`src/dsf_pkg.sv`:
```
// Shared types and constants for the duplicating sample FIFO.
`default_nettype none
package dsf_pkg;

  // Configuration register word indexes.
  localparam logic [1:0] REG_THRESHOLD     = 2'd0;
  localparam logic [1:0] REG_MULTIPLIER    = 2'd1;
  localparam logic [1:0] REG_RESET_SAMPLES = 2'd2;

  localparam logic [15:0] THRESHOLD_RST     = 16'd16384;
  localparam logic [4:0]  MULTIPLIER_RST    = 5'd2;
  localparam logic [15:0] RESET_SAMPLES_RST = 16'd1000;
  localparam logic [4:0]  MULT_MAX          = 5'd16;
  localparam logic [15:0] FRAMES_LEFT_RST   = 16'd1;

  typedef enum logic [1:0] {
    ST_IDLE,
    ST_PUSH,
    ST_READ,
    ST_POP
  } dsf_state_t;

  // Sequencer commands to each channel.
  typedef struct packed {
    logic load;   // capture the incoming sample and its copy count
    logic push;   // one push iteration
    logic rd;     // read the head entry
    logic pop;    // retire the head entry
    logic clear;  // empty the FIFO
  } dsf_ctrl_t;

endpackage
`default_nettype wire

```
`src/dsf_cfg.sv`:
```
// APB configuration registers: threshold, multiplier and countdown reload.
`default_nettype none
module dsf_cfg
  import dsf_pkg::*;
(
  input  wire logic        clk,
  input  wire logic        rst_n,
  input  wire logic        psel,
  input  wire logic        penable,
  input  wire logic        pwrite,
  input  wire logic [3:0]  paddr,
  input  wire logic [31:0] pwdata,
  output logic      [31:0] prdata,
  output logic             pready,
  output logic      [15:0] threshold,
  output logic      [4:0]  multiplier,
  output logic      [15:0] reset_samples
);

  logic [15:0] threshold_r;
  logic [4:0]  multiplier_r;
  logic [15:0] reset_samples_r;
  logic        wr_en;

  assign pready = 1'b1;
  assign wr_en  = psel & penable & pwrite & pready;

  always_ff @(posedge clk) begin
    if (!rst_n) begin
      threshold_r     <= THRESHOLD_RST;
      multiplier_r    <= MULTIPLIER_RST;
      reset_samples_r <= RESET_SAMPLES_RST;
    end else if (wr_en) begin
      case (paddr[3:2])
        REG_THRESHOLD:     threshold_r     <= pwdata[15:0];
        REG_MULTIPLIER:    multiplier_r    <= pwdata[4:0];
        REG_RESET_SAMPLES: reset_samples_r <= pwdata[15:0];
        default: ;
      endcase
    end
  end

  always_comb begin
    case (paddr[3:2])
      REG_THRESHOLD:     prdata = 32'(threshold_r);
      REG_MULTIPLIER:    prdata = 32'(multiplier_r);
      REG_RESET_SAMPLES: prdata = 32'(reset_samples_r);
      default:           prdata = 32'd0;
    endcase
  end

  assign threshold     = threshold_r;
  assign multiplier    = multiplier_r;
  assign reset_samples = reset_samples_r;

endmodule
`default_nettype wire

```
`config.mk`:
```
export PLATFORM = sky130hd
export DESIGN_NAME = dsf_cfg
export DESIGN_NICKNAME = d
export VERILOG_FILES = /design/src/dsf_pkg.sv /design/src/dsf_cfg.sv
export SDC_FILE = /design/constraint.sdc
export NUM_CORES = 1
export LEC_CHECK = 0
export BUFFER_PORTS_ARGS = -buffer_cell sky130_fd_sc_hd__buf_2
export CORE_ASPECT_RATIO = 0.8
export CORE_MARGIN = 2
export CORE_UTILIZATION = 44
export CTS_CLUSTER_DIAMETER = 60
export DETAILED_ROUTE_END_ITERATION = 16
export PLACE_DENSITY = 0.8
export REMOVE_ABC_BUFFERS = 1
export SETUP_SLACK_MARGIN = 0.15
export SYNTH_ARGS = -nofsm -noshare
export SYNTH_HDL_FRONTEND = slang
export SYNTH_SLANG_ARGS = --single-unit
```
`constraint.sdc`:
```
create_clock -name clk -period 1.56 [get_ports clk]
set_clock_uncertainty 0.1 [all_clocks]
set_input_delay 0.312 -clock clk [delete_from_list [all_inputs] [get_ports clk]]
set_output_delay 0.312 -clock clk [all_outputs]
set_load 0.005 [all_outputs]
```
# --- Word level (Yosys, flattened, before mapping) ---
# Index checks and enable logic that the tools add are counted.
op_classes:
  eq_ne: 2
  n_mux: 1
  bitwise_logic: 2
  n_reduce_logical: 4
op_table:
  columns: ["cell", "n"]
  rows:
  - ["16-bit one-hot mux with 3 select lines", 1]
  - ["2-bit AND reduction", 3]
  - ["1-bit bitwise AND", 2]
  - ["2-bit by 1-bit == test with 1-bit output, second input constant", 1]
  - ["2-bit == test, second input constant", 1]
  - ["2-bit zero test", 1]
totals:
  register_bits: 37
  inputBits: 41
  wordCells: 12

# --- Logic depth before layout (Yosys ltp) ---
logic_depth:
  depth_word: 3
  ltp_mapped: 6
  mapped_depth_nobuf: 3

# --- Worst setup path before layout ---
# No wires, ideal clock.
synth_timing:
  path_type: "input port to flip-flop"
  from: "input port pwrite"
  to: "register threshold_r[2] (netlist: threshold[2])"
  setup_time_ps: 72
  arrival_time_ps: 1210
  required_time_ps: 1388
  path_slack_ps: 178
  path_stages: 6
  path_buffers: 3
  path_cell_list: "and3_4 > buf_6 > nor3b_4 > buf_6 > buf_12 > mux2i_1"
synth_between:
  elab_chain_len: 2
synth_rtl:
  columns: ["item", "line_no", "source"]
  rows:
  - ["start: declaration", "dsf_cfg.sv:10", "input wire logic pwrite,"]
  - ["1-bit bitwise AND", "dsf_cfg.sv:26", "assign wr_en = psel & penable & pwrite & pready;"]
  - ["2-bit AND reduction (no source line)", null, null]
  - ["end signal: assignment", "dsf_cfg.sv:35", "REG_THRESHOLD: threshold_r <= pwdata[15:0];"]
  - ["end: declaration", "dsf_cfg.sv:20", "logic [15:0] threshold_r;"]
# Every way passes these cells.
# A chain may end at the register's enable or synchronous reset.

# --- Worst setup path in the final report ---
layout_timing:
  from: "register multiplier_r[2] (netlist: multiplier[2])"
  to: "output port prdata[2]"
layout_between:
  elab_chain_len: 1
layout_rtl:
  columns: ["item", "line_no", "source"]
  rows:
  - ["start: declaration", "dsf_cfg.sv:21", "logic [4:0] multiplier_r;"]
  - ["start signal: assignment", "dsf_cfg.sv:36", "REG_MULTIPLIER: multiplier_r <= pwdata[4:0];"]
  - ["16-bit one-hot mux with 3 select lines", "dsf_cfg.sv:44", "case (paddr[3:2])"]
  - ["end: declaration", "dsf_cfg.sv:13", "output logic [31:0] prdata,"]
# Every way passes these cells.

==> results.sh <==
export IMPL_synth_top_cell_area_share_pct=38.2
export IMPL_synth_cells=212
export IMPL_yosys_area_top_type="dfxtp_1"
export IMPL_final_cell_area_sq_mm=0.00253
export IMPL_yosysWarnings=0
export IMPL_crit_fanout=3
export IMPL_drtIter0Drc=54
export IMPL_core_sq_mm=0.00420
export IMPL_async_flop_share_pct=0
export IMPL_antenna_found_initial=0
export IMPL_final_hold_violation_count=0
export IMPL_p_comb_share_pct=13.3
export IMPL_first_global_vias=1455
export IMPL_cts_sinks=37
export IMPL_total_power_mw=1.87
export IMPL_overflow=0
export IMPL_grt_setup_unrepaired="true"
export IMPL_die_h_um=63.4
export IMPL_grt_max_degree=56
export IMPL_rows=21
export IMPL_numCtsBuffers=5
export IMPL_leakage_nw=1.27
export IMPL_diodes=0
export IMPL_fmax_mhz=731
export IMPL_dieArea_sq_mm=0.00495
export IMPL_wl_um=4360
export IMPL_final_antenna_net_count=0
export IMPL_start_util_pct=46.1
export IMPL_clk_pin_slew_ns=0.07
export IMPL_synthFlopType="dfxtp_1"
export IMPL_setup_violations=0
export IMPL_synth_cell_types=22
export IMPL_p_int_mw=1.43
export IMPL_drive_above_1_share_pct=42.1
export IMPL_syn_area_per_cell_sq_um=9.14
export IMPL_p_clk_share_pct=35.1
export IMPL_clk_latency_ns=0.28
export IMPL_gp_congestion=0.728
export IMPL_area_delta_synth_final_pct=30.5
export IMPL_ys_ff_latch=37
export IMPL_num_vias=1640
export IMPL_maxCapViolations=0
export IMPL_track_usage_pct=17.1
export IMPL_p_sw_share_pct=23.5
export IMPL_utilization_pct=60.2
export IMPL_dpl_cell_area_sq_mm=0.00232
export IMPL_cp_start_kind="register"
export IMPL_wire_per_inst_um=12.3
export IMPL_arrival_ns=0.96
export IMPL_drc=0
export IMPL_io_pin_count=111
export IMPL_fin_crit_ns=1.37
export IMPL_die_w_um=78.2
export IMPL_grt_pass1_wl_um=6710
export IMPL_peakVddDrop_uv=500
export IMPL_finalCritPeriodShare_pct=87.7
export IMPL_power_density_mw_per_mm2=741
export IMPL_cts_max_level=2
export IMPL_hp_class="input port to register"
export IMPL_required_ns=1.15
export IMPL_dp_hpwl_um=3120
export IMPL_final_nets=340
export IMPL_switchingPower_mw=0.441
export IMPL_clk_path_buf_depth=2
export IMPL_seq_power_share_pct=51.7
export IMPL_status="finished clean"
export IMPL_drv_slew=0
export IMPL_cts_tree="done"
export IMPL_ys_top_cells_by_area="dfxtp_1, mux2i_1, nand2_1"
export IMPL_synth_most_common_cell="nand2_1"
export IMPL_port_buffers=75
export IMPL_synth_edf_count=0
export IMPL_yosys_top_cells_count="nand2_1, mux2i_1, dfxtp_1"
export IMPL_root_buffer="clkbuf_8"
export IMPL_synth_area_sq_mm=0.00194
export IMPL_drt_pass1_iterations=4
export IMPL_cp_end_kind="primary output"
export IMPL_crit_type="register to primary output"
export IMPL_vias_per_cell=4.61
export IMPL_ys_seq_area_share_pct=38.2
[worst max-delay path: stages, from the launching register on]
cell	delay (ns)
dfxtp_1	0.35
mux2i_1	0.08
o21ai_1	0.12
buf_2	0.13
[through the flow]
| stage | hold slack [ns] | setup slack (ns) | setup TNS, ns | std cells |
|---|---|---|---|---|
| 2_1_floorplan | 0.277 | -0.0728 | -1.16 | 194 |
| 3_3_place_gp | 0.356 | 0.0451 | 0 | 340 |
| 3_5_place_dp | 0.360 | 0.0170 | 0 | 340 |
| 4_1_cts | 0.182 | 0.152 | 0 | 347 |
| 5_1_grt | 0.184 | 0.114 | 0 | 356 |
| 6_report | 0.188 | 0.191 | 0 | 356 |
[final cells by class]
cell class	count	area [sq um]
tap	57	71.3
clock buffer	7	86.3
multi-input combinational	151	978
timing repair buffer	98	616
fill	384	1670
sequential	37	756
inverter	6	22.5
[repair_timing]
item / 4_1_cts / 5_1_grt
gates resized for setup: 5 / 19
endpoints found under the hold margin: 0 / 0
cloned: 0 / 1
hold buffers: 0 / 0
buffers inserted: 0 / 8
pin swaps: 1 / 3
endpoints found under the setup margin: 16 / 7
[metal layers]
metal  track usage, %  routed length (um)
met4             6.14                  82
met3             4.15                 269
met1             22.5                2070
met2             27.5                1940
met5                0                   0
[final timing paths]
path / start / to / slack [ns] / depth (start not counted)
hold / removal: pwdata[7] / threshold[7]$_SDFFE_PN0P_ / 0.19 / 3
setup / recovery: multiplier[2]$_SDFFE_PN0P_ / prdata[2] / 0.19 / 3
hold reg to reg: threshold[1]$_SDFFE_PN0P_ / threshold[1]$_SDFFE_PN0P_ / 0.36 / 2
setup reg to reg: multiplier[1]$_SDFFE_PN1P_ / multiplier[1]$_SDFFE_PN1P_ / 0.70 / 3
[state kept, by name (all words and copies together), names as in the netlist]
register and count:
multiplier 5, reset_samples 16, threshold 16
[cells in the final DEF (no fill, tap or decap), types with 3 or more instances in the layout]
master / count
clkbuf_8: 6
inv_1: 6
mux2i_1: 47
buf_12: 3
o211ai_2: 6
o21ai_1: 5
nand2_1: 50
nor2b_1: 4
dfxtp_2: 12
buf_4: 20
nand3_1: 6
buf_2: 73
dfxtp_1: 25
conb_1: 17
nor2_1: 11
[kinds of logic after synthesis]
logic type / after synthesis / synth area share (%)
AOI/OAI and AO/OA: 11 / 5.16
buffers and inverters: 39 / 14.2
DFF: 37 / 38.2
muxes: 47 / 24.3
other: 2 / 0.387
and+or+nand+nor: 76 / 17.8
[power by group through the flow]
stage          registers [mW]  clock network (mW)  logic (mW)
2_1_floorplan           0.990                   0      0.0843
3_3_place_gp            0.989                   0       0.217
3_5_place_dp            0.989                   0       0.220
4_1_cts                 0.968               0.676       0.225
5_1_grt                 0.970               0.723       0.273
6_report                0.969               0.658       0.248
(Power assumes the default switching activity.)
